<file path="config.mk">
export PLATFORM = sky130hd
export DESIGN_NAME = smft_regs
export DESIGN_NICKNAME = d
export VERILOG_FILES = /design/src/sv/smft_pkg.sv /design/src/sv/smft_regs.sv
export SDC_FILE = /design/constraint.sdc
export NUM_CORES = 1
export LEC_CHECK = 0
export BUFFER_PORTS_ARGS = -buffer_cell sky130_fd_sc_hd__buf_2
export CAP_MARGIN = 25
export CORE_MARGIN = 5
export CORE_UTILIZATION = 39
export DETAILED_ROUTE_END_ITERATION = 6
export GPL_TIMING_DRIVEN = 1
export PLACE_DENSITY_LB_ADDON = 0.25
export SETUP_SLACK_MARGIN = 0.3
export SLEW_MARGIN = 10
export SYNTH_ARGS = -nofsm -noshare
export SYNTH_HDL_FRONTEND = slang
export SYNTH_SLANG_ARGS = --single-unit
</file>
<file path="constraint.sdc">
create_clock -name clk -period 2.6 [get_ports clk]
set_clock_uncertainty 0.05 [all_clocks]
set_input_delay 0.52 -clock clk [delete_from_list [all_inputs] [get_ports clk]]
set_output_delay 0.52 -clock clk [all_outputs]
set_load 0.005 [all_outputs]
</file>
<file path="src/sv/smft_pkg.sv">
package smft_pkg;

  // Capacity and dimension limits
  localparam int MAX_TERMS_STORED = 64;
  localparam int MAX_DIM          = 64;

  // Field widths
  localparam int ROW_W  = 6;
  localparam int COL_W  = 6;
  localparam int VAL_W  = 32;
  localparam int CFG_W  = 7;
  localparam int DROP_W = 6;

  // Derived index and count widths
  localparam int TERM_AW = (MAX_TERMS_STORED > 1) ? $clog2(MAX_TERMS_STORED) : 1;
  localparam int DIM_AW  = (MAX_DIM > 1) ? $clog2(MAX_DIM) : 1;
  localparam int CNT_W   = $clog2(MAX_TERMS_STORED + 1);

  localparam logic [DROP_W-1:0] DROP_MAX = {DROP_W{1'b1}};

  // Configuration port
  localparam int APB_AW = 3;
  localparam int APB_DW = 32;
  localparam logic [CFG_W-1:0] NUM_ROWS_RST = CFG_W'(64);
  localparam logic [CFG_W-1:0] NUM_COLS_RST = CFG_W'(64);

  typedef enum logic [0:0] {
    REG_NUM_ROWS = 1'b0,
    REG_NUM_COLS = 1'b1
  } reg_idx_t;

  // One held term
  typedef struct packed {
    logic [ROW_W-1:0]        row;
    logic [COL_W-1:0]        col;
    logic signed [VAL_W-1:0] value;
  } term_t;

  // Controller to datapath
  typedef struct packed {
    logic idle;
    logic cnt_wr;
    logic pre_rd;
    logic pre_wr;
    logic sc_rd_term;
    logic sc_rd_start;
    logic sc_wr;
    logic em_rd_order;
    logic em_rd_term;
    logic em_load;
    logic clear;
  } cmd_t;

  // Datapath to controller
  typedef struct packed {
    logic in_valid;
    logic last_seen;
    logic store_empty;
    logic col_end;
    logic term_end;
    logic out_free;
  } stat_t;

endpackage

</file>
<file path="src/sv/smft_regs.sv">
module smft_regs (
  input  logic                         clk,
  input  logic                         rst_n,
  input  logic                         psel,
  input  logic                         penable,
  input  logic                         pwrite,
  input  logic [smft_pkg::APB_AW-1:0]  paddr,
  input  logic [smft_pkg::APB_DW-1:0]  pwdata,
  output logic [smft_pkg::APB_DW-1:0]  prdata,
  output logic                         pready,
  output logic [smft_pkg::CFG_W-1:0]   col_span
);

  logic [smft_pkg::CFG_W-1:0] num_rows_r;
  logic [smft_pkg::CFG_W-1:0] col_span_r;
  smft_pkg::reg_idx_t         idx;
  logic                       wr_en;

  assign idx    = smft_pkg::reg_idx_t'(paddr[2]);
  assign wr_en  = psel && penable && pwrite;
  assign pready = 1'b1;

  // Write registers on the access phase
  always_ff @(posedge clk) begin
    if (!rst_n) begin
      num_rows_r <= smft_pkg::NUM_ROWS_RST;
      col_span_r <= smft_pkg::NUM_COLS_RST;
    end else if (wr_en) begin
      unique case (idx)
        smft_pkg::REG_NUM_ROWS: num_rows_r <= pwdata[smft_pkg::CFG_W-1:0];
        smft_pkg::REG_NUM_COLS: col_span_r <= pwdata[smft_pkg::CFG_W-1:0];
        default: ;
      endcase
    end
  end

  // Read back
  always_comb begin
    unique case (idx)
      smft_pkg::REG_NUM_ROWS: prdata = smft_pkg::APB_DW'(num_rows_r);
      smft_pkg::REG_NUM_COLS: prdata = smft_pkg::APB_DW'(col_span_r);
      default:                prdata = '0;
    endcase
  end

  assign col_span = col_span_r;

endmodule

</file>
After elaboration in Yosys (flattened, before gate mapping). Index checks and enable logic that the tools add are counted. Widths: inputs -> output; s select.

Flip-flop bits (word level): 14. Bits in latches: 0. Bits in writable memories: 0. ROM bits: 0. Bits of input ports: 40. Output and inout bits: 40. Memories: 0.

Add/sub/neg operators: 0. Multipliers: 0. Div/mod/pow operators: 0. Order comparisons: 0. Eq/ne operators: 0. Shift-type cells: 0. Multiplexer cells: 1. Bitwise gates (word level): 1. Reductions and logical operators: 4.

Operators with widths (number): $pmux 32 s2 (1); $reduce_and 2->1 (2); $logic_and 1x1->1 (2); $not 1->1 (1).

Logic depth before layout (Yosys ltp).
Depth after elaboration: 3. Mapped depth: 4.

Worst setup path before layout. Ideal clock, no wire load.

Kind: input to output. Start: in paddr[2] (netlist bit). End: out prdata[0] (netlist bit). Arrival: 0.963 ns. Setup slack: 1.067 ns. Cell stages on the path: 2. Cells stage by stage: buf_6 > mux2_2.

Word-level cells in the longest chain between the ends: 2.

RTL lines: start, declared (line smft_regs.sv:7) `input logic [smft_pkg::APB_AW-1:0] paddr,`; $not 1->1 (no source line); $pmux 32 s2 * (line smft_regs.sv:39) `unique case (idx)`; end, declared (line smft_regs.sv:9) `output logic [smft_pkg::APB_DW-1:0] prdata,`.

Every way passes the cells marked *; elsewhere a longest branch is shown, timed or not. The select of a mux whose other input is x is not followed.

Final worst setup path.
Start: in paddr[2] (netlist bit). End: out prdata[2] (netlist bit).

The elaborated chain is that of the path after synthesis.

==> results.json <==
{
  "worstPathArrival_ps": 1230,
  "num_antenna_cells": 0,
  "nets": 155,
  "worstSetupPathType": "in2out",
  "die_area_um2": 3230,
  "min_path_cells": 2,
  "fin_crit_sh": 0.691,
  "port_buffers": 26,
  "tns_ps": 0,
  "maxCapViolCount": 0,
  "final_area_um2": 921,
  "initial_utilization": 0.398,
  "dpl_cell_area_um2": 885,
  "maxSlewViolCount": 0,
  "synth_area_um2": 855,
  "switching_share": 0.238,
  "vdd_drop_max_mv": 0.325,
  "end_kind": "output pin",
  "critPathBufInv": 2,
  "rsz0062_at_grt": "no",
  "h-tree-depth": 1,
  "path_cells": "buf_2, mux2_2, buf_2",
  "grt_pass1_wl_um": 2330,
  "cts_sinks": 14,
  "clkLatencyLatePin_ps": 270,
  "wl_um": 1470,
  "yosys_register_bits": 14,
  "syn_avg_cell_area_um2": 9.50,
  "yosysSeqAreaShare": 0.328,
  "cpMaxStageDelayCell": "mux2_2",
  "drive_gt1_frac": 0.342,
  "setup_violations": 0,
  "power_density_nw_per_um2": 463,
  "clkTransAtPathRegs_ps": 80,
  "cp_max_fo": 9,
  "route.detailed.drc": 0,
  "path_delay_family": "multiplexers",
  "ys_warn_count": 0,
  "fmax_ghz": 0.557,
  "timing.final.crit_period_ps": 1800,
  "gp_congestion": 0.591,
  "slowest_delay_ps": 360,
  "die_h_um": 56.8,
  "grt_max_degree": 22,
  "cts_tree": "done",
  "cp_common_cell": "buf_2",
  "grt.overflow.total": 0,
  "ys_types": 11,
  "numCtsBuffers": 3,
  "cts_buffer_depth": 2,
  "n_fill_cell": 237,
  "viasPerCell": 3.97,
  "hold_viol": 0,
  "post-cts-setup-buffer-count": 0,
  "ioPinCount": 80,
  "p_int_uw": 325,
  "antenna_found_initial": 0,
  "p_comb_frac": 0.120,
  "p_seq_frac": 0.520,
  "die_w_um": 56.8,
  "gr-usage-all-layers": 0.0899,
  "dr.pass1.iters": 2,
  "grt_pass1_vias": 560,
  "holdBufCountCts": 0,
  "path_depth": 3,
  "required_ps": 2030,
  "cts_resized": 0,
  "power_switching_uw": 101,
  "p_clk_frac": 0.360,
  "p_leak_uw": 0.000551,
  "cp-start-kind": "primary input",
  "wl_per_cell_um": 10.4,
  "synthCells": 90,
  "areaGrowthSynthToFinish_pct": 7.76,
  "reg2reg_depth": 2,
  "hold_class": "reg2reg",
  "core-area_um2": 2150,
  "drtIter0Drc": 3,
  "routed-via-count": 564,
  "cts_root_buf": "clkbuf_4",
  "dp_hpwl_um": 1170,
  "rows": 17,
  "ant_nets": 0,
  "outcome": "finished, final reports clean"
}
## Yosys cell counts (all sizes together)
cell type / instances / area share
dfxtp: 14 / 0.33
mux2: 7 / 0.092
nand2: 18 / 0.079
nand4: 1 / 0.015
mux2i: 14 / 0.16
clkbuf: 2 / 0.0088
buf: 28 / 0.25
nor2b: 3 / 0.022
nand4b: 1 / 0.028
conb: 2 / 0.0088
## cells in the final DEF, fill, tap and decap left out, drive strengths merged
cell    instances
buf            26
nand2          18
clkbuf          4
nand4b          1
mux2            7
nand4           1
nor2b           3
dfxtp          14
mux2i          14
conb           26
## metal layers
metal	up-vias	part of all wire	global-route usage
met5	-	0	0
met4	0	0	0.0199
met3	0	0.088	0.0345
met2	23	0.50	0.155
met1	254	0.41	0.105
li1	287	-	-
## worst min-delay path, cell delays in order (launching register included)
cell and delay, ps:
dfxtp_1 310, nand2_1 50, mux2i_1 50
## worst paths after layout
path / startpoint / endpoint / slack (ps)
worst max-delay path: paddr[2] / prdata[2] / 800
worst min-delay path: num_rows_r[2]$_SDFFE_PN0P_ / num_rows_r[2]$_SDFFE_PN0P_ / 410
worst max register to register: col_span[6]$_SDFFE_PN1P_ / col_span[6]$_SDFFE_PN1P_ / 1930
worst min register to register: num_rows_r[2]$_SDFFE_PN0P_ / num_rows_r[2]$_SDFFE_PN0P_ / 410
## cell families (layout without fill, tap and decap cells)
group | count (synthesis) | in the layout | synth area share
buffers and inverters | 30 | 30 | 0.264
and+or+nand+nor | 23 | 23 | 0.143
muxes | 21 | 21 | 0.256
DFF | 14 | 14 | 0.328
other | 2 | 26 | 0.00879
## state kept, by name (all words and copies together), names as in the netlist
name,count
num_rows_r,7
col_span,7
## metrics by stage
step	hold slack (ps)	util	instances	setup WS [ps]	power, µW
4_1_cts	416	0.429	142	793	434
2_1_floorplan	386	-	114	1070	288
5_1_grt	443	0.429	142	764	452
3_5_place_dp	404	0.412	138	795	277
6_report	411	0.429	142	805	426
3_3_place_gp	395	0.412	138	792	277
## layout make-up
type,count,area [µm²],area share
flip-flops and latches,14,280,0.304
repair buffers,26,130,0.141
multi-input cells,70,439,0.477
well taps,28,35.0,0.0380
clock buffers,4,36.3,0.0394
## power by group through the flow
stage                     registers (µW)  clock network, µW  logic [µW]
after detailed placement             227                  0        50.6
after global routing                 223                172        57.7
after global placement               227                  0        50.1
final                                221                154        51.0
after floorplan                      226                  0        61.8
after CTS                            222                162        50.8
Note: power is estimated with default switching activity, not from simulation.
