==> src/sv/smft_pkg.sv <==
package smft_pkg;

  // Capacity and dimension limits
  localparam int MAX_TERMS_STORED = 64;
  localparam int MAX_DIM          = 64;

  // Field widths
  localparam int ROW_W  = 6;
  localparam int COL_W  = 6;
  localparam int VAL_W  = 32;
  localparam int CFG_W  = 7;
  localparam int DROP_W = 6;

  // Derived index and count widths
  localparam int TERM_AW = (MAX_TERMS_STORED > 1) ? $clog2(MAX_TERMS_STORED) : 1;
  localparam int DIM_AW  = (MAX_DIM > 1) ? $clog2(MAX_DIM) : 1;
  localparam int CNT_W   = $clog2(MAX_TERMS_STORED + 1);

  localparam logic [DROP_W-1:0] DROP_MAX = {DROP_W{1'b1}};

  // Configuration port
  localparam int APB_AW = 3;
  localparam int APB_DW = 32;
  localparam logic [CFG_W-1:0] NUM_ROWS_RST = CFG_W'(64);
  localparam logic [CFG_W-1:0] NUM_COLS_RST = CFG_W'(64);

  typedef enum logic [0:0] {
    REG_NUM_ROWS = 1'b0,
    REG_NUM_COLS = 1'b1
  } reg_idx_t;

  // One held term
  typedef struct packed {
    logic [ROW_W-1:0]        row;
    logic [COL_W-1:0]        col;
    logic signed [VAL_W-1:0] value;
  } term_t;

  // Controller to datapath
  typedef struct packed {
    logic idle;
    logic cnt_wr;
    logic pre_rd;
    logic pre_wr;
    logic sc_rd_term;
    logic sc_rd_start;
    logic sc_wr;
    logic em_rd_order;
    logic em_rd_term;
    logic em_load;
    logic clear;
  } cmd_t;

  // Datapath to controller
  typedef struct packed {
    logic in_valid;
    logic last_seen;
    logic store_empty;
    logic col_end;
    logic term_end;
    logic out_free;
  } stat_t;

endpackage

==> src/sv/smft_ctrl.sv <==
module smft_ctrl (
  input  logic            clk,
  input  logic            rst_n,
  input  smft_pkg::stat_t stat,
  output smft_pkg::cmd_t  cmd
);

  typedef enum logic [3:0] {
    S_IDLE,
    S_CNT,
    S_PRE_RD,
    S_PRE_WR,
    S_SC_RD,
    S_SC_ST,
    S_SC_WR,
    S_EM_RD,
    S_EM_TM,
    S_EM_LD
  } state_t;

  state_t state_r;
  state_t state_nxt;

  // Next state
  always_comb begin
    state_nxt = state_r;
    unique case (state_r)
      S_IDLE:   if (stat.in_valid) state_nxt = S_CNT;
      S_CNT: begin
        if (!stat.last_seen || stat.store_empty) state_nxt = S_IDLE;
        else                                     state_nxt = S_PRE_RD;
      end
      S_PRE_RD: state_nxt = S_PRE_WR;
      S_PRE_WR: state_nxt = stat.col_end ? S_SC_RD : S_PRE_RD;
      S_SC_RD:  state_nxt = S_SC_ST;
      S_SC_ST:  state_nxt = S_SC_WR;
      S_SC_WR:  state_nxt = stat.term_end ? S_EM_RD : S_SC_RD;
      S_EM_RD:  state_nxt = S_EM_TM;
      S_EM_TM:  state_nxt = S_EM_LD;
      S_EM_LD: begin
        if (stat.out_free) state_nxt = stat.term_end ? S_IDLE : S_EM_RD;
      end
      default:  state_nxt = S_IDLE;
    endcase
  end

  // Hold state
  always_ff @(posedge clk) begin
    if (!rst_n) begin
      state_r <= S_IDLE;
    end else begin
      state_r <= state_nxt;
    end
  end

  // Decode commands
  always_comb begin
    cmd             = '0;
    cmd.idle        = (state_r == S_IDLE);
    cmd.cnt_wr      = (state_r == S_CNT);
    cmd.pre_rd      = (state_r == S_PRE_RD);
    cmd.pre_wr      = (state_r == S_PRE_WR);
    cmd.sc_rd_term  = (state_r == S_SC_RD);
    cmd.sc_rd_start = (state_r == S_SC_ST);
    cmd.sc_wr       = (state_r == S_SC_WR);
    cmd.em_rd_order = (state_r == S_EM_RD);
    cmd.em_rd_term  = (state_r == S_EM_TM);
    cmd.em_load     = (state_r == S_EM_LD) && stat.out_free;
    cmd.clear       = ((state_r == S_CNT) && stat.last_seen && stat.store_empty) ||
                      ((state_r == S_EM_LD) && stat.out_free && stat.term_end);
  end

endmodule

==> config.mk <==
export PLATFORM = sky130hd
export DESIGN_NAME = smft_ctrl
export DESIGN_NICKNAME = d
export VERILOG_FILES = /design/src/sv/smft_pkg.sv /design/src/sv/smft_ctrl.sv
export SDC_FILE = /design/constraint.sdc
export NUM_CORES = 1
export LEC_CHECK = 0
export BUFFER_PORTS_ARGS = -buffer_cell sky130_fd_sc_hd__buf_4
export CORE_AREA = 2 2 39 41
export DETAILED_ROUTE_END_ITERATION = 8
export DIE_AREA = 0 0 41 43
export SLEW_MARGIN = 30
export SYNTH_ARGS = -nofsm -noshare
export SYNTH_HDL_FRONTEND = slang
export SYNTH_SLANG_ARGS = --single-unit
==> constraint.sdc <==
create_clock -name clk -period 1.5 [get_ports clk]
set_input_delay 0.075 -clock clk [delete_from_list [all_inputs] [get_ports clk]]
set_output_delay 0.075 -clock clk [all_outputs]
set_load 0.01 [all_outputs]
* After elaboration in Yosys (flattened, before gate mapping)
Index checks and enable logic that the tools add are counted.
** Word-level totals
- Flip-flop bits (word level) :: 4
- Input bits :: 8
- Logic and storage cells :: 28
** Operators by class
- Equality and inequality tests :: 11
- Multiplexer cells :: 7
- Reductions and logical operators :: 9
** Operators by type and width (count)
- $pmux W4 S10 :: 1
- $eq A4 B3 Y1 const B :: 4
- $eq A4 B2 Y1 const B :: 2
- $eq A4 B4 Y1 const B :: 2
- $mux W4 :: 2
- $mux W3 :: 2
- $eq A4 B1 Y1 const B :: 1
- $logic_and A1 B1 Y1 :: 4
- $logic_not A4 Y1 :: 1
- $mux W2 :: 2
- $ne A2 B2 Y1 const B :: 2
- $logic_or A1 B1 Y1 :: 2
- $reduce_and A2 Y1 :: 1
- $logic_not A1 Y1 :: 1

* Logic depth before layout (Yosys ltp)
- Depth after elaboration :: 4
- Gate-level depth with buffers :: 5
- Mapped depth without buffers :: 4

* Worst setup path after synthesis
OpenSTA, ideal clock, no wires.
- Path type :: reg2reg
- Start point :: register state_r[1]
- End point :: register state_r[2]
- Data arrival time :: 1200 ps
- Required time :: 1384 ps
- Setup slack :: 183 ps
- Stages on the path, launching flop included :: 6
- Buffers on the path :: 1
- Cells stage by stage :: dfxtp_1 > buf_2 > nor4_1 > nand2b_1 > nand3_1 > nor2_1
** RTL lines
- start: declaration :: RTL line smft_ctrl.sv:21 : state_t state_r;
- start signal: assignment :: RTL line smft_ctrl.sv:52 : state_r <= state_nxt;

==> results.rst <==
.. list-table::
   :header-rows: 1

   * - Metric
     - Value
   * - Estimated wirelength of the detail-placed design
     - 741 um
   * - Area overhead of the layout relative to synthesis
     - 47.2%
   * - Remaining global-route overflow
     - 0
   * - Setup repair after global routing missed its margin
     - false
   * - Slew Limit Fails
     - 0
   * - Kind of cell with the highest combined delay on the critical path
     - flip-flops
   * - Kind of capture point of the worst setup path
     - output pin
   * - Hold Path Cell Cnt
     - 2
   * - Post-synthesis cell type count
     - 28
   * - Clock skew after layout
     - 0.000588 ns
   * - Critical path peak fanout
     - 14
   * - Global router's overall resource usage
     - 0.131
   * - Count of maximum capacitance violations
     - 0
   * - Maximum buffer depth of the clock tree
     - 2
   * - Worst rel slew slack
     - 0.771
   * - Proportion of synthesized chip area in sequential cells
     - 0.221
   * - Internal portion of total power
     - 0.000236 W
   * - Worst setup slack for register-to-register paths
     - 0.28 ns
   * - Crit path max-delay cell type
     - sky130_fd_sc_hd__dfxtp_4
   * - Initial cell density of the core
     - 0.262
   * - Hold endpoint
     - state_r[3]
   * - Count of clock tree sinks
     - 4
   * - Number of antenna violations at the first check in global routing
     - 0
   * - Area of the die
     - 1760 um^2
   * - H-tree lvl count
     - 1
   * - Largest reg by FF count
     - state_r
   * - Floorplan Core Area
     - 1380 um^2
   * - Routed via count divided by cell count
     - 4.98
   * - Final count of negative-setup-slack endpoints
     - 0
   * - IR drop worst, VDD
     - 0.352 mV
   * - Switching component of the power
     - 0.0000836 W
   * - Vias
     - 443
   * - Worst path depth
     - 4
   * - Critical setup path kind
     - reg -> out
   * - Arrival time at the worst endpoint
     - 1.31 ns
   * - Yosys Warn Count
     - 0
   * - Post-route clock period utilization
     - 0.923
   * - Later-pin clock latency in the skew report
     - 0.24 ns
   * - Worst Path Buf+Inv
     - 1
   * - Wire length reported by the detailed router
     - 969 um
   * - Clock transition time at the flip-flop clock pins of the worst setup and hold paths
     - 0.04 ns
   * - Period minus WS final
     - 1.38 ns
   * - Seq cells post-synth
     - 4
   * - Worst reg2reg path startpoint
     - state_r[3]
   * - Depth of the most critical reg-to-reg path
     - 4
   * - Cell-by-cell trace of the critical path
     - nand2b_1 -> nor2_2 -> a32o_1 -> buf_4
   * - Area taken by multi-input logic gates
     - 258 um^2
   * - Number of DRC markers in iteration 0
     - 10
   * - Gate count after technology mapping
     - 55
   * - I/O Buffers
     - 18
   * - Clock Tree Root
     - sky130_fd_sc_hd__clkbuf_4
   * - Layout cell share with drive strength beyond 1
     - 0.384
   * - Global-route wire length before repair
     - 1610 um
   * - CTS tree
     - yes
   * - Share of total power in sequential cells
     - 0.368
   * - Endpoint required time on the critical path
     - 1.42 ns
   * - DP Worst Slack
     - 0.171 ns
   * - Worst slew pin tran
     - 0.341 ns
   * - Number of diodes added for antenna fixing
     - 0
   * - Path type of the worst min-delay path
     - in -> reg
   * - Leak pwr
     - 0.227 nW
   * - Number of flip-flops under the largest register name
     - 4
   * - Power density over the cells
     - 599 nW/um^2
   * - Number of filler cells placed in the layout
     - 156
   * - FF+latch area
     - 87.6 um^2
   * - Number of I/O pins
     - 19
   * - Total nets after synthesis
     - 63
   * - Placement row count
     - 14
   * - CP Launch Type
     - flop
   * - Post CTS Setup Buffer Count
     - 0
   * - Largest net degree at the start of global routing
     - 15
   * - Part of the total power dissipated in the clock network
     - 0.419
   * - Height of the die
     - 43 um
   * - Switching Share
     - 0.261
   * - Run status
     - finished clean
   * - Final setup TNS
     - 0 ns
   * - Number of clock buffers inserted by TritonCTS
     - 3
   * - PnR worst setup slack
     - 0.116 ns
   * - Hold Crit Start
     - rst_n
   * - Top Registers
     - state_r: 4 flops
   * - Global placer's final weighted congestion
     - 0.775
   * - Max Freq
     - 722 MHz
   * - First-pass iteration count of the detailed router
     - 3
   * - Combinational share of power
     - 0.212
   * - Vias in the first global route
     - 404
   * - Cell Area, Synth
     - 363 um^2
   * - Number of endpoints with negative hold slack in the final report
     - 0
   * - Mean cell area of the mapped netlist
     - 6.60 um^2
   * - Maximum cell stage delay along the critical path
     - 0.41 ns
   * - End of the worst register-to-register path
     - state_r[1]
   * - Number of nets with antenna violations after routing
     - 0
   * - DRC violations left
     - 0
   * - Wire length per cell
     - 10.9 um
   * - Die extent in x
     - 41 um
   * - Final net count
     - 83
[metal layers]
layer | up-vias | track usage | wire [um]
met5 | - | 0 | 0
met4 | 0 | 0.0200 | 0
met3 | 0 | 0.0628 | 58
met2 | 17 | 0.200 | 457
met1 | 195 | 0.167 | 453
li1 | 231 | - | -
[worst max path at each step]
stage | startpoint | to | slack [ns]
finish | state_r[3] | cmd[0] | 0.12
global route | state_r[3] | cmd[0] | 0.02
CTS | state_r[0] | cmd[0] | 0.01
detailed placement | state_r[2] | state_r[1] | 0.17
global placement | state_r[3] | cmd[0] | 0.20
floorplan | state_r[1] | state_r[2] | 0.18
[per-stage QoR]
stage | util | hold WS [ns] | std cells | power, W | cell area (um^2)
global placement | 0.363 | 0.303 | 86 | 0.000187 | 502
global route | 0.386 | 0.0576 | 89 | 0.000339 | 534
detailed placement | 0.363 | 0.300 | 86 | 0.000187 | 502
floorplan | - | 0.193 | 55 | 0.000151 | 363
CTS | 0.380 | 0.0534 | 89 | 0.000324 | 526
finish | 0.386 | 0.0585 | 89 | 0.000320 | 534
[final cells by class]
type,count,area share
Clock buffer,3,0.0422
Tap cell,16,0.0375
Multi-Input combinational cell,46,0.482
Inverter,1,0.00703
Timing Repair Buffer,19,0.267
Sequential cell,4,0.164
[Yosys cell counts]
| master | instances | share of area |
|---|---|---|
| sky130_fd_sc_hd__a31oi_1 | 1 | 0.017 |
| sky130_fd_sc_hd__nand3b_1 | 1 | 0.021 |
| sky130_fd_sc_hd__or3b_1 | 1 | 0.024 |
| sky130_fd_sc_hd__a21oi_1 | 2 | 0.028 |
| sky130_fd_sc_hd__or2_2 | 1 | 0.017 |
| sky130_fd_sc_hd__or2_1 | 1 | 0.017 |
| sky130_fd_sc_hd__a22o_1 | 1 | 0.024 |
| sky130_fd_sc_hd__nor3_1 | 3 | 0.041 |
| sky130_fd_sc_hd__buf_2 | 1 | 0.014 |
| sky130_fd_sc_hd__a22oi_1 | 1 | 0.021 |
| sky130_fd_sc_hd__and2b_1 | 1 | 0.021 |
| sky130_fd_sc_hd__nor4_1 | 1 | 0.017 |
| sky130_fd_sc_hd__a32o_1 | 1 | 0.028 |
| sky130_fd_sc_hd__o22ai_1 | 1 | 0.017 |
| sky130_fd_sc_hd__nand4_1 | 1 | 0.017 |
| sky130_fd_sc_hd__a21boi_1 | 1 | 0.021 |
| sky130_fd_sc_hd__clkbuf_1 | 1 | 0.010 |
| sky130_fd_sc_hd__nand3_1 | 2 | 0.028 |
| sky130_fd_sc_hd__buf_4 | 2 | 0.041 |
| sky130_fd_sc_hd__dfxtp_1 | 4 | 0.22 |
| sky130_fd_sc_hd__o21a_1 | 1 | 0.021 |
| sky130_fd_sc_hd__a32oi_1 | 1 | 0.024 |
| sky130_fd_sc_hd__nor2b_1 | 3 | 0.052 |
| sky130_fd_sc_hd__nor2_1 | 10 | 0.10 |
| sky130_fd_sc_hd__nand2b_1 | 4 | 0.069 |
| sky130_fd_sc_hd__o21ai_1 | 1 | 0.014 |
| sky130_fd_sc_hd__inv_1 | 1 | 0.010 |
| sky130_fd_sc_hd__nand2_1 | 6 | 0.062 |
[cell families after synthesis]
| group | count (synthesis) | share of synthesized area |
|---|---|---|
| AND/OR/NAND/NOR | 35 | 0.490 |
| buffers and inverters | 5 | 0.0758 |
| AO/OA/AOI/OAI | 11 | 0.214 |
| flip-flops | 4 | 0.221 |
[power groups by stage]
| stage | Sequential (W) | Clock [W] | Combinational, W |
|---|---|---|---|
| finish | 0.000118 | 0.000134 | 0.0000680 |
| CTS | 0.000118 | 0.000139 | 0.0000675 |
| floorplan | 0.000114 | 0 | 0.0000374 |
| detailed placement | 0.000120 | 0 | 0.0000670 |
| global placement | 0.000120 | 0 | 0.0000672 |
| global route | 0.000119 | 0.000144 | 0.0000760 |
[layout by cell type, fill, tap and decap left out]
cell and n:
sky130_fd_sc_hd__a31oi_1 1, sky130_fd_sc_hd__nor2_1 9, sky130_fd_sc_hd__a21oi_1 2, sky130_fd_sc_hd__nand3b_1 1, sky130_fd_sc_hd__dfxtp_4 1, sky130_fd_sc_hd__or2_2 1, sky130_fd_sc_hd__a22oi_1 1, sky130_fd_sc_hd__o21a_1 1
sky130_fd_sc_hd__nand2_1 6, sky130_fd_sc_hd__nand4_1 1, sky130_fd_sc_hd__nor4_1 1, sky130_fd_sc_hd__nand2b_1 4, sky130_fd_sc_hd__nor2b_1 3, sky130_fd_sc_hd__nand3_1 2, sky130_fd_sc_hd__a22o_1 1, sky130_fd_sc_hd__a32oi_1 1
sky130_fd_sc_hd__buf_4 19, sky130_fd_sc_hd__a21boi_1 1, sky130_fd_sc_hd__o22ai_1 1, sky130_fd_sc_hd__and2b_1 1, sky130_fd_sc_hd__dfxtp_2 3, sky130_fd_sc_hd__inv_1 1, sky130_fd_sc_hd__or2_1 1, sky130_fd_sc_hd__nor3_1 3
sky130_fd_sc_hd__or3b_1 1, sky130_fd_sc_hd__clkbuf_4 3, sky130_fd_sc_hd__o21ai_1 1, sky130_fd_sc_hd__a32o_1 1, sky130_fd_sc_hd__nor2_2 1
[repair_timing]
item                                    4_1_cts  5_1_grt
hold buffers                                  0        0
endpoints found under the setup margin        1        1
hold endpoints to repair                      0        0
resized for setup                             1        5
(Power assumes the default switching activity.)
