--- src/sv/smft_pkg.sv ---
package smft_pkg;

  // Capacity and dimension limits
  localparam int MAX_TERMS_STORED = 64;
  localparam int MAX_DIM          = 64;

  // Field widths
  localparam int ROW_W  = 6;
  localparam int COL_W  = 6;
  localparam int VAL_W  = 32;
  localparam int CFG_W  = 7;
  localparam int DROP_W = 6;

  // Derived index and count widths
  localparam int TERM_AW = (MAX_TERMS_STORED > 1) ? $clog2(MAX_TERMS_STORED) : 1;
  localparam int DIM_AW  = (MAX_DIM > 1) ? $clog2(MAX_DIM) : 1;
  localparam int CNT_W   = $clog2(MAX_TERMS_STORED + 1);

  localparam logic [DROP_W-1:0] DROP_MAX = {DROP_W{1'b1}};

  // Configuration port
  localparam int APB_AW = 3;
  localparam int APB_DW = 32;
  localparam logic [CFG_W-1:0] NUM_ROWS_RST = CFG_W'(64);
  localparam logic [CFG_W-1:0] NUM_COLS_RST = CFG_W'(64);

  typedef enum logic [0:0] {
    REG_NUM_ROWS = 1'b0,
    REG_NUM_COLS = 1'b1
  } reg_idx_t;

  // One held term
  typedef struct packed {
    logic [ROW_W-1:0]        row;
    logic [COL_W-1:0]        col;
    logic signed [VAL_W-1:0] value;
  } term_t;

  // Controller to datapath
  typedef struct packed {
    logic idle;
    logic cnt_wr;
    logic pre_rd;
    logic pre_wr;
    logic sc_rd_term;
    logic sc_rd_start;
    logic sc_wr;
    logic em_rd_order;
    logic em_rd_term;
    logic em_load;
    logic clear;
  } cmd_t;

  // Datapath to controller
  typedef struct packed {
    logic in_valid;
    logic last_seen;
    logic store_empty;
    logic col_end;
    logic term_end;
    logic out_free;
  } stat_t;

endpackage

--- src/sv/smft_if.sv ---
// Input transaction channel
interface smft_in_if;
  logic                               valid;
  logic                               ready;
  logic [smft_pkg::ROW_W-1:0]         term_row;
  logic [smft_pkg::COL_W-1:0]         term_col;
  logic signed [smft_pkg::VAL_W-1:0]  term_value;
  logic                               last;

  modport source(output valid, term_row, term_col, term_value, last, input ready);
  modport sink(input valid, term_row, term_col, term_value, last, output ready);
endinterface

// Result transaction channel
interface smft_out_if;
  logic                               valid;
  logic                               ready;
  logic [smft_pkg::COL_W-1:0]         out_row;
  logic [smft_pkg::ROW_W-1:0]         out_col;
  logic signed [smft_pkg::VAL_W-1:0]  out_value;
  logic                               out_last;
  logic [smft_pkg::DROP_W-1:0]        dropped_count;

  modport source(output valid, out_row, out_col, out_value, out_last, dropped_count,
                 input ready);
  modport sink(input valid, out_row, out_col, out_value, out_last, dropped_count,
               output ready);
endinterface

--- src/sv/smft_ram.sv ---
module smft_ram #(
  parameter int WIDTH = 8,
  parameter int DEPTH = 16,
  localparam int AW = (DEPTH > 1) ? $clog2(DEPTH) : 1
) (
  input  logic             clk,
  input  logic             we,
  input  logic [AW-1:0]    waddr,
  input  logic [WIDTH-1:0] wdata,
  input  logic             re,
  input  logic [AW-1:0]    raddr,
  output logic [WIDTH-1:0] rdata
);

  logic [WIDTH-1:0] mem_r [DEPTH];
  logic [WIDTH-1:0] rdata_r;

  // Write port and registered read port
  always_ff @(posedge clk) begin
    if (we) begin
      mem_r[waddr] <= wdata;
    end
    if (re) begin
      rdata_r <= mem_r[raddr];
    end
  end

  assign rdata = rdata_r;

endmodule

--- src/sv/smft_dpath.sv ---
module smft_dpath (
  input  logic                        clk,
  input  logic                        rst_n,
  smft_in_if.sink                     in_if,
  smft_out_if.source                  out_if,
  input  logic [smft_pkg::CFG_W-1:0]  col_span,
  input  smft_pkg::cmd_t              cmd,
  output smft_pkg::stat_t             stat
);

  logic                           in_hs;
  logic [smft_pkg::CFG_W-1:0]     limit;
  logic                           keep;

  logic [smft_pkg::COL_W-1:0]     col_r;
  logic                           keep_r;
  logic                           last_r;
  logic [smft_pkg::CNT_W-1:0]     loaded_r;
  logic [smft_pkg::DROP_W-1:0]    drop_r;
  logic [smft_pkg::DIM_AW-1:0]    c_r;
  logic [smft_pkg::CNT_W-1:0]     sum_r;
  logic [smft_pkg::TERM_AW-1:0]   i_r;

  // Column count store with per-entry valid bits
  logic [smft_pkg::MAX_DIM-1:0]   cvld_r;
  logic                           cnt_vld_r;
  logic                           cnt_re;
  logic [smft_pkg::DIM_AW-1:0]    cnt_raddr;
  logic [smft_pkg::CNT_W-1:0]     cnt_rdata;
  logic [smft_pkg::CNT_W-1:0]     cnt_eff;

  logic [$bits(smft_pkg::term_t)-1:0] term_rdata;
  smft_pkg::term_t                term_rd;
  smft_pkg::term_t                term_wr;
  logic [smft_pkg::TERM_AW-1:0]   term_raddr;

  logic [smft_pkg::CNT_W-1:0]     st_rdata;
  logic [smft_pkg::DIM_AW-1:0]    st_waddr;
  logic [smft_pkg::CNT_W-1:0]     st_wdata;

  logic [smft_pkg::TERM_AW-1:0]   ord_rdata;

  logic                           out_valid_r;
  logic [smft_pkg::COL_W-1:0]     out_row_r;
  logic [smft_pkg::ROW_W-1:0]     out_col_r;
  logic signed [smft_pkg::VAL_W-1:0] out_value_r;
  logic                           out_last_r;
  logic [smft_pkg::DROP_W-1:0]    out_drop_r;

  // Accept and classify the incoming term
  assign in_if.ready = cmd.idle;
  assign in_hs       = in_if.valid && in_if.ready;
  assign limit       = (col_span < smft_pkg::CFG_W'(smft_pkg::MAX_DIM)) ?
                       col_span : smft_pkg::CFG_W'(smft_pkg::MAX_DIM);
  assign keep        = (smft_pkg::CFG_W'(in_if.term_col) < limit) &&
                       (loaded_r < smft_pkg::CNT_W'(smft_pkg::MAX_TERMS_STORED));

  always_ff @(posedge clk) begin
    if (in_hs) begin
      col_r  <= in_if.term_col;
      keep_r <= keep;
      last_r <= in_if.last;
    end
  end

  // Track fill and drops for the current matrix
  always_ff @(posedge clk) begin
    if (!rst_n) begin
      loaded_r <= '0;
      drop_r   <= '0;
    end else if (cmd.clear) begin
      loaded_r <= '0;
      drop_r   <= '0;
    end else if (in_hs) begin
      if (keep) begin
        loaded_r <= loaded_r + smft_pkg::CNT_W'(1);
      end else if (drop_r != smft_pkg::DROP_MAX) begin
        drop_r <= drop_r + smft_pkg::DROP_W'(1);
      end
    end
  end

  // Term store
  assign term_wr    = '{row: in_if.term_row, col: in_if.term_col, value: in_if.term_value};
  assign term_raddr = cmd.em_rd_term ? ord_rdata : i_r;
  assign term_rd    = smft_pkg::term_t'(term_rdata);

  smft_ram #(.WIDTH($bits(smft_pkg::term_t)), .DEPTH(smft_pkg::MAX_TERMS_STORED)) u_term_ram (
    .clk   (clk),
    .we    (in_hs && keep),
    .waddr (loaded_r[smft_pkg::TERM_AW-1:0]),
    .wdata (term_wr),
    .re    (cmd.sc_rd_term || cmd.em_rd_term),
    .raddr (term_raddr),
    .rdata (term_rdata)
  );

  // Column counts: read on accept or during the prefix sweep, write back count plus one
  assign cnt_re    = in_hs || cmd.pre_rd;
  assign cnt_raddr = cmd.pre_rd ? c_r : in_if.term_col[smft_pkg::DIM_AW-1:0];
  assign cnt_eff   = cnt_vld_r ? cnt_rdata : '0;

  smft_ram #(.WIDTH(smft_pkg::CNT_W), .DEPTH(smft_pkg::MAX_DIM)) u_cnt_ram (
    .clk   (clk),
    .we    (cmd.cnt_wr && keep_r),
    .waddr (col_r[smft_pkg::DIM_AW-1:0]),
    .wdata (cnt_eff + smft_pkg::CNT_W'(1)),
    .re    (cnt_re),
    .raddr (cnt_raddr),
    .rdata (cnt_rdata)
  );

  always_ff @(posedge clk) begin
    if (!rst_n) begin
      cvld_r <= '0;
    end else if (cmd.clear) begin
      cvld_r <= '0;
    end else if (cmd.cnt_wr && keep_r) begin
      cvld_r[col_r[smft_pkg::DIM_AW-1:0]] <= 1'b1;
    end
  end

  always_ff @(posedge clk) begin
    if (cnt_re) begin
      cnt_vld_r <= cvld_r[cnt_raddr];
    end
  end

  // Start positions: written by the prefix sweep, bumped by the scatter
  assign st_waddr = cmd.pre_wr ? c_r : term_rd.col[smft_pkg::DIM_AW-1:0];
  assign st_wdata = cmd.pre_wr ? sum_r : st_rdata + smft_pkg::CNT_W'(1);

  smft_ram #(.WIDTH(smft_pkg::CNT_W), .DEPTH(smft_pkg::MAX_DIM)) u_start_ram (
    .clk   (clk),
    .we    (cmd.pre_wr || cmd.sc_wr),
    .waddr (st_waddr),
    .wdata (st_wdata),
    .re    (cmd.sc_rd_start),
    .raddr (term_rd.col[smft_pkg::DIM_AW-1:0]),
    .rdata (st_rdata)
  );

  // Emit order: slot p holds the store index of the p-th transposed term
  smft_ram #(.WIDTH(smft_pkg::TERM_AW), .DEPTH(smft_pkg::MAX_TERMS_STORED)) u_order_ram (
    .clk   (clk),
    .we    (cmd.sc_wr),
    .waddr (st_rdata[smft_pkg::TERM_AW-1:0]),
    .wdata (i_r),
    .re    (cmd.em_rd_order),
    .raddr (i_r),
    .rdata (ord_rdata)
  );

  // Sweep counters
  always_ff @(posedge clk) begin
    if (!rst_n) begin
      c_r   <= '0;
      sum_r <= '0;
    end else if (cmd.pre_wr) begin
      c_r   <= stat.col_end ? '0 : c_r + smft_pkg::DIM_AW'(1);
      sum_r <= stat.col_end ? '0 : sum_r + cnt_eff;
    end
  end

  always_ff @(posedge clk) begin
    if (!rst_n) begin
      i_r <= '0;
    end else if (cmd.clear) begin
      i_r <= '0;
    end else if (cmd.sc_wr || cmd.em_load) begin
      i_r <= stat.term_end ? '0 : i_r + smft_pkg::TERM_AW'(1);
    end
  end

  // Output register
  always_ff @(posedge clk) begin
    if (!rst_n) begin
      out_valid_r <= 1'b0;
    end else if (cmd.em_load) begin
      out_valid_r <= 1'b1;
    end else if (out_if.ready) begin
      out_valid_r <= 1'b0;
    end
  end

  always_ff @(posedge clk) begin
    if (cmd.em_load) begin
      out_row_r   <= term_rd.col;
      out_col_r   <= term_rd.row;
      out_value_r <= term_rd.value;
      out_last_r  <= stat.term_end;
      out_drop_r  <= drop_r;
    end
  end

  assign out_if.valid         = out_valid_r;
  assign out_if.out_row       = out_row_r;
  assign out_if.out_col       = out_col_r;
  assign out_if.out_value     = out_value_r;
  assign out_if.out_last      = out_last_r;
  assign out_if.dropped_count = out_drop_r;

  // Status back to the controller
  assign stat.in_valid    = in_if.valid;
  assign stat.last_seen   = last_r;
  assign stat.store_empty = (loaded_r == '0);
  assign stat.col_end     = (c_r == smft_pkg::DIM_AW'(smft_pkg::MAX_DIM - 1));
  assign stat.term_end    = ((smft_pkg::CNT_W'(i_r) + smft_pkg::CNT_W'(1)) == loaded_r);
  assign stat.out_free    = !out_valid_r || out_if.ready;

endmodule

--- src/flat_wrapper.sv ---
// flat-port wrapper written by rule: the top's interface ports become plain ports
module smft_dpath_flat 
  (clk, rst_n, col_span, cmd, stat, in_if_valid, in_if_term_row, in_if_term_col, in_if_term_value, in_if_last, in_if_ready, out_if_valid, out_if_out_row, out_if_out_col, out_if_out_value, out_if_out_last, out_if_dropped_count, out_if_ready);
  smft_in_if in_if_i ();
  smft_out_if out_if_i ();
  input  logic clk;
  input  logic rst_n;
  input  logic [smft_pkg::CFG_W-1:0] col_span;
  input  smft_pkg::cmd_t cmd;
  output smft_pkg::stat_t stat;
  input wire logic [$bits(in_if_i.valid)-1:0] in_if_valid;
  input wire logic [$bits(in_if_i.term_row)-1:0] in_if_term_row;
  input wire logic [$bits(in_if_i.term_col)-1:0] in_if_term_col;
  input wire logic [$bits(in_if_i.term_value)-1:0] in_if_term_value;
  input wire logic [$bits(in_if_i.last)-1:0] in_if_last;
  output wire logic [$bits(in_if_i.ready)-1:0] in_if_ready;
  output wire logic [$bits(out_if_i.valid)-1:0] out_if_valid;
  output wire logic [$bits(out_if_i.out_row)-1:0] out_if_out_row;
  output wire logic [$bits(out_if_i.out_col)-1:0] out_if_out_col;
  output wire logic [$bits(out_if_i.out_value)-1:0] out_if_out_value;
  output wire logic [$bits(out_if_i.out_last)-1:0] out_if_out_last;
  output wire logic [$bits(out_if_i.dropped_count)-1:0] out_if_dropped_count;
  input wire logic [$bits(out_if_i.ready)-1:0] out_if_ready;
  assign in_if_i.valid = in_if_valid;
  assign in_if_i.term_row = in_if_term_row;
  assign in_if_i.term_col = in_if_term_col;
  assign in_if_i.term_value = in_if_term_value;
  assign in_if_i.last = in_if_last;
  assign in_if_ready = in_if_i.ready;
  assign out_if_valid = out_if_i.valid;
  assign out_if_out_row = out_if_i.out_row;
  assign out_if_out_col = out_if_i.out_col;
  assign out_if_out_value = out_if_i.out_value;
  assign out_if_out_last = out_if_i.out_last;
  assign out_if_dropped_count = out_if_i.dropped_count;
  assign out_if_i.ready = out_if_ready;
  smft_dpath u_core (.clk(clk), .rst_n(rst_n), .in_if(in_if_i), .out_if(out_if_i), .col_span(col_span), .cmd(cmd), .stat(stat));
endmodule
--- config.mk ---
export PLATFORM = sky130hd
export DESIGN_NAME = smft_dpath_flat
export DESIGN_NICKNAME = d
export VERILOG_FILES = /design/src/sv/smft_pkg.sv /design/src/sv/smft_if.sv /design/src/sv/smft_ram.sv /design/src/sv/smft_dpath.sv /design/src/flat_wrapper.sv
export SDC_FILE = /design/constraint.sdc
export NUM_CORES = 2
export LEC_CHECK = 0
export BUFFER_PORTS_ARGS = -buffer_cell sky130_fd_sc_hd__buf_2
export CAP_MARGIN = 40
export CORE_MARGIN = 4
export CORE_UTILIZATION = 45
export CTS_CLUSTER_DIAMETER = 60
export CTS_CLUSTER_SIZE = 24
export DETAILED_ROUTE_END_ITERATION = 10
export PLACE_DENSITY = 0.57
export SLEW_MARGIN = 20
export SYNTH_ARGS = -nofsm -noshare
export SYNTH_HDL_FRONTEND = slang
export SYNTH_HIERARCHICAL = 1
export SYNTH_SLANG_ARGS = --single-unit
--- constraint.sdc ---
create_clock -name clk -period 8.1 [get_ports clk]
set_input_delay 1.62 -clock clk [delete_from_list [all_inputs] [get_ports clk]]
set_output_delay 1.62 -clock clk [all_outputs]
set_load 0.005 [all_outputs]
### Word level (Yosys, flattened, before mapping)

Memories as Yosys holds them, arrays and structs flattened. A register that Yosys moved wholly into a read port is not among the register bits.
Index checks and enable logic that the tools add are counted.

| word-level totals | value |
|---|---|
| RAM bits | 4096 |
| memories kept | 4 |
| output and inout bits | 59 |
| register bits after elaboration | 157 |
| bits of input ports | 67 |
| word-level logic and storage cells | 79 |

Memories:

| memory | words | bits a word | rd ports | clocked after memory_dff | wr ports | line | text |
|---|---|---|---|---|---|---|---|
| u_core.u_term_ram.mem_r | 64 | 44 | 1 | 1 | 1 | smft_ram.sv:15 | `logic [WIDTH-1:0] mem_r [DEPTH];` |
| u_core.u_cnt_ram.mem_r | 64 | 7 | 1 | 1 | 1 | smft_ram.sv:15 |  |
| u_core.u_start_ram.mem_r | 64 | 7 | 1 | 1 | 1 | smft_ram.sv:15 |  |
| u_core.u_order_ram.mem_r | 64 | 6 | 1 | 1 | 1 | smft_ram.sv:15 |  |

| cells by class | value |
|---|---|
| reductions and logical operators | 16 |
| magnitude comparators | 6 |
| eq/ne operators | 3 |
| muxes and demuxes | 23 |
| add/subtract/negate cells | 8 |
| bitwise gates (word level) | 3 |

Operator list:

| cell | number |
|---|---|
| bitwise OR 64 bit | 1 |
| 2-to-1 mux 6 bit | 5 |
| 2-to-1 mux 7 bit | 4 |
| adder 7 x 1 -> 7 bit, second input constant | 3 |
| adder 6 x 1 -> 6 bit, second input constant | 3 |
| < comparator 6 x 7 -> 1 bit, second input constant | 2 |
| < comparator 7 bit, second input constant | 2 |
| 2-to-1 mux 1 bit | 12 |
| adder 6 x 1 -> 7 bit, second input constant | 1 |
| adder 7 bit | 1 |
| == test 7 bit | 1 |
| zero test 7 bit | 1 |
| < comparator 6 x 7 -> 1 bit | 1 |
| binary-select mux 1 bit (select 6 bit) | 1 |
| demux 1 bit (select 6 bit) | 1 |
| == test 6 bit, second input constant | 1 |
| >= comparator 6 x 1 -> 1 bit, second input constant | 1 |
| inequality test 6 bit, second input constant | 1 |
| logical AND 1 bit | 5 |
| logical OR 1 bit | 5 |
| AND reduction 3 bit | 1 |
| inverter 1 bit | 2 |
| AND reduction 2 bit | 1 |
| nonzero test 2 bit | 1 |
| 2 further kinds | 2 |

### Logic depth before layout (Yosys ltp)

| logic depth | value |
|---|---|
| depth after elaboration | 7 |
| gate-level depth with buffers | 12 |
| gate-level depth less buffers | 9 |

### Hierarchy

The synthesis kept the hierarchy.

By module, submodules not included:

| module | cells each | area each (um^2) | times used | sequential area each (um^2) |
|---|---|---|---|---|
| smft_ram (u_core.u_term_ram) | 4547 | 107778.4 | 1 | 85882.4 |
| smft_ram (u_core.u_cnt_ram ...) | 827 | 17705.7 | 2 | 13663.1 |
| smft_ram (u_core.u_order_ram) | 720 | 15285.9 | 1 | 11711.2 |
| smft_dpath | 696 | 7155.6 | 1 | 3743.6 |

### Worst setup path after synthesis

No wires, ideal clock.

| timing path | value |
|---|---|
| path type | input-to-reg |
| from | in col_span[6] in the netlist's numbering |
| to | mem u_core/u_term_ram/mem_r[48][0] in the netlist's numbering, enable pin |
| path buffers | 0 |
| stages | 8 |
| slack | 1.498 ns |
| data arrival time | 6.102 ns |
| cell sequence | nand2b_1 ha_1 a21o_1 a21oi_1 o211ai_1 a21oi_2 nand4b_1 nor3_1 |

| on the way | value |
|---|---|
| longest elaborated chain between the ends | 7 |

RTL lines:

| element | line | text |
|---|---|---|
| from (decl) | flat_wrapper.sv:8 | `input logic [smft_pkg::CFG_W-1:0] col_span;` |
| < comparator 7 bit | smft_dpath.sv:53 | `assign limit = (col_span < smft_pkg::CFG_W'(smft_pkg::MAX_DIM)) ?` |
| 2-to-1 mux 7 bit * | smft_dpath.sv:53 |  |
| < comparator 6 x 7 -> 1 bit * | smft_dpath.sv:55 | `assign keep = (smft_pkg::CFG_W'(in_if.term_col) < limit) &&` |
| logical AND 1 bit * | smft_dpath.sv:55 |  |
| logical AND 1 bit * | smft_dpath.sv:90 | `.we (in_hs && keep),` |
| 2-to-1 mux 1 bit * | smft_ram.sv:20 | `if (we) begin` |
| 2-to-1 mux 1 bit (not written as such) * | smft_ram.sv:21 | `mem_r[waddr] <= wdata;` |
| to (decl) | smft_ram.sv:15 |  |

Mark *: on every way between the ends. The rest lies on a longest branch, timed or not.

==> metrics.cfg <==
[outcome]
status=finished clean

[layout]
synthToLayoutAreaGrowth_pct=12.3
final_cell_area_um2=180000
post-route-util=0.507
drive_gt1_frac=0.266
final_nets=7820

[logic_synthesis]
avgSynthCellArea_um2=21.7
ys_warn_count=6
synthesis.nets=7492
synth_cells=7407
synth_area_um2=161000

[floorplan]
rows=219
die-area_um2=367000
die_w_um=606
initial_core_util=0.452
core_um2=356000
die_h_um=606
boundaryPins=126

[worst_setup_path]
crit_required_ns=6.48
crit_arrival_ns=4.15
slowest_stage=dfxtp_4
crit_fanout=53
max_stage_delay_ns=0.72
crit_chain=buf_4 -> ha_1 -> xnor2_1 -> nand2_1 -> a2111oi_0 -> o21ai_1 -> inv_1 -> buf_2
cp-start-kind=flip-flop
critPathKind=reg -> out
crit_path_end_kind=primary output

[placement]
hpwl_mm=250
portBuffers=125
place_area_um2=169000
gpl.final_weighted_congestion=0.818

[power_and_ir_drop]
p_per_area_nw_per_um2=245
vdd_ir_drop_max_mv=0.205
p_leak_nw=55.6

[cts]
hold_buffers=0
cts_resized=0
numCtsBuffers=311
cts_setup_buffers=0
clock-sinks=4186
ctsHtreeMaxLevel=5
clk_path_buf_depth=4
cts_tree=yes
clockRootBuffer=clkbuf_16
clk_latency_ns=0.94
cts.clk_slew.worst_paths_ns=0.09

[timing]
fmax_ghz=0.173
rsz0062_at_grt=false
drv_slew=0
worstMarginPinSlew_ns=0.984
finClkSkew_ns=0.0446
period_needed_ns=5.77
setup-violations-final=0
tns_ns=0
post-route-period-util=0.713
relSlewSlack=0.344
finalHoldViolations=0

[detailed_routing]
ant_nets=0
drt_wl_total_mm=416
vias_per_cell=6.12
num_vias=78036
drc=0
drtIter0Drc=9533
wl_per_cell_um=32.6
drtPass1Iterations=5

[grt]
grt_busiest_layer=met2
grt_pass1_wl_mm=593
grt_max_degree=93
grt_use_met1=0.318
use_met2=0.367
gr-total-overflow=0
grt_use_total=0.225
grt_pass1_vias=78818
grtUsageMet3=0.0350
antenna_found_initial=36

[worst_hold_path]
hp-class=reg -> reg

[run]
maxCapViolations=0

state kept, by name (all words and copies together) (netlist names), 7 cells and up:
| signal | flops |
|---|---|
| u_core/loaded_r | 7 |
| u_core/u_term_ram/mem_r | 2816 |
| u_core/u_start_ram/mem_r | 384 |
| u_core/u_term_ram/rdata | 44 |
| u_core/u_order_ram/mem_r | 384 |
| u_core/u_cnt_ram/mem_r | 384 |
| u_core/out_if.out_value | 32 |
| u_core/cvld_r | 64 |
cell type report:
class	instances	area (um^2)
Multi-Input combinational cell	2766	34200
Timing Repair Buffer	443	4110
Clock buffer	329	8000
Antenna cell	7	17.5
Inverter	27	105
Sequential cell	4186	125000
Clock inverter	245	3280
Tap cell	4751	5940
Fill cell	28069	175000
placed cells by master (no fill, tap or decap), types with 33 or more instances in the layout:
cell type	instances
o22ai_1	130
nor3_1	41
nor2b_1	35
mux2i_1	131
buf_4	238
nand3_1	76
buf_12	48
dfxtp_1	90
clkbuf_16	317
edfxtp_1	4090
nor2_4	64
nand2b_1	33
inv_8	40
nand2_1	88
a21oi_1	166
nor2_1	351
a22o_1	77
inv_6	41
buf_2	126
o221ai_1	49
a22oi_1	54
clkinv_8	54
mux4_2	981
a221oi_1	72
layer usage:
layer	wire length, um	vias to the layer above
met1	169000	42273
met3	31100	582
li1	-	31958
met4	12000	10
met5	59	-
met2	204000	3213
worst max-delay path, delay by kind of cell, from the launching register on:
kind,cells,cell delay (ns)
XOR/XNOR,1,0.14
buffers and inverters,3,1.24
adder cells (fa/ha/maj),1,0.39
AND/OR/NAND/NOR,1,0.06
flip-flops,1,0.72
AO/OA/AOI/OAI,2,0.66
through the flow:
stage | total power [mW] | instances | worst slack [ns] | hold slack, ns
floorplan | 26.5 | 7407 | 1.50 | 0.400
global placement | 27.8 | 12109 | 2.06 | 0.418
detailed placement | 27.9 | 12153 | 2.21 | 0.405
CTS | 44.7 | 12727 | 2.06 | 0.427
global route | 45.7 | 12748 | 1.89 | 0.453
finish | 44.2 | 12754 | 2.33 | 0.427
where the power goes:
part           switching [mW]  internal, mW  total, mW
clock network            8.57          8.34       16.9
registers               0.115          24.0       24.2
logic                    2.02          1.15       3.17
total                    10.7          33.5       44.2
path summary, 6_finish.rpt:
check / from / end / cells after the start / slack [ns]
min reg2reg: u_core/u_term_ram/rdata[0] / u_core/out_if.out_value[0] / 0 / 0.43
max: u_core/i_r[1] / stat[1] / 8 / 2.33
max reg2reg: u_core/i_r[1] / u_core/u_term_ram/rdata[19] / 6 / 3.64
min: u_core/u_term_ram/rdata[0] / u_core/out_if.out_value[0] / 0 / 0.43
Power figures use the tool's default switching activity.
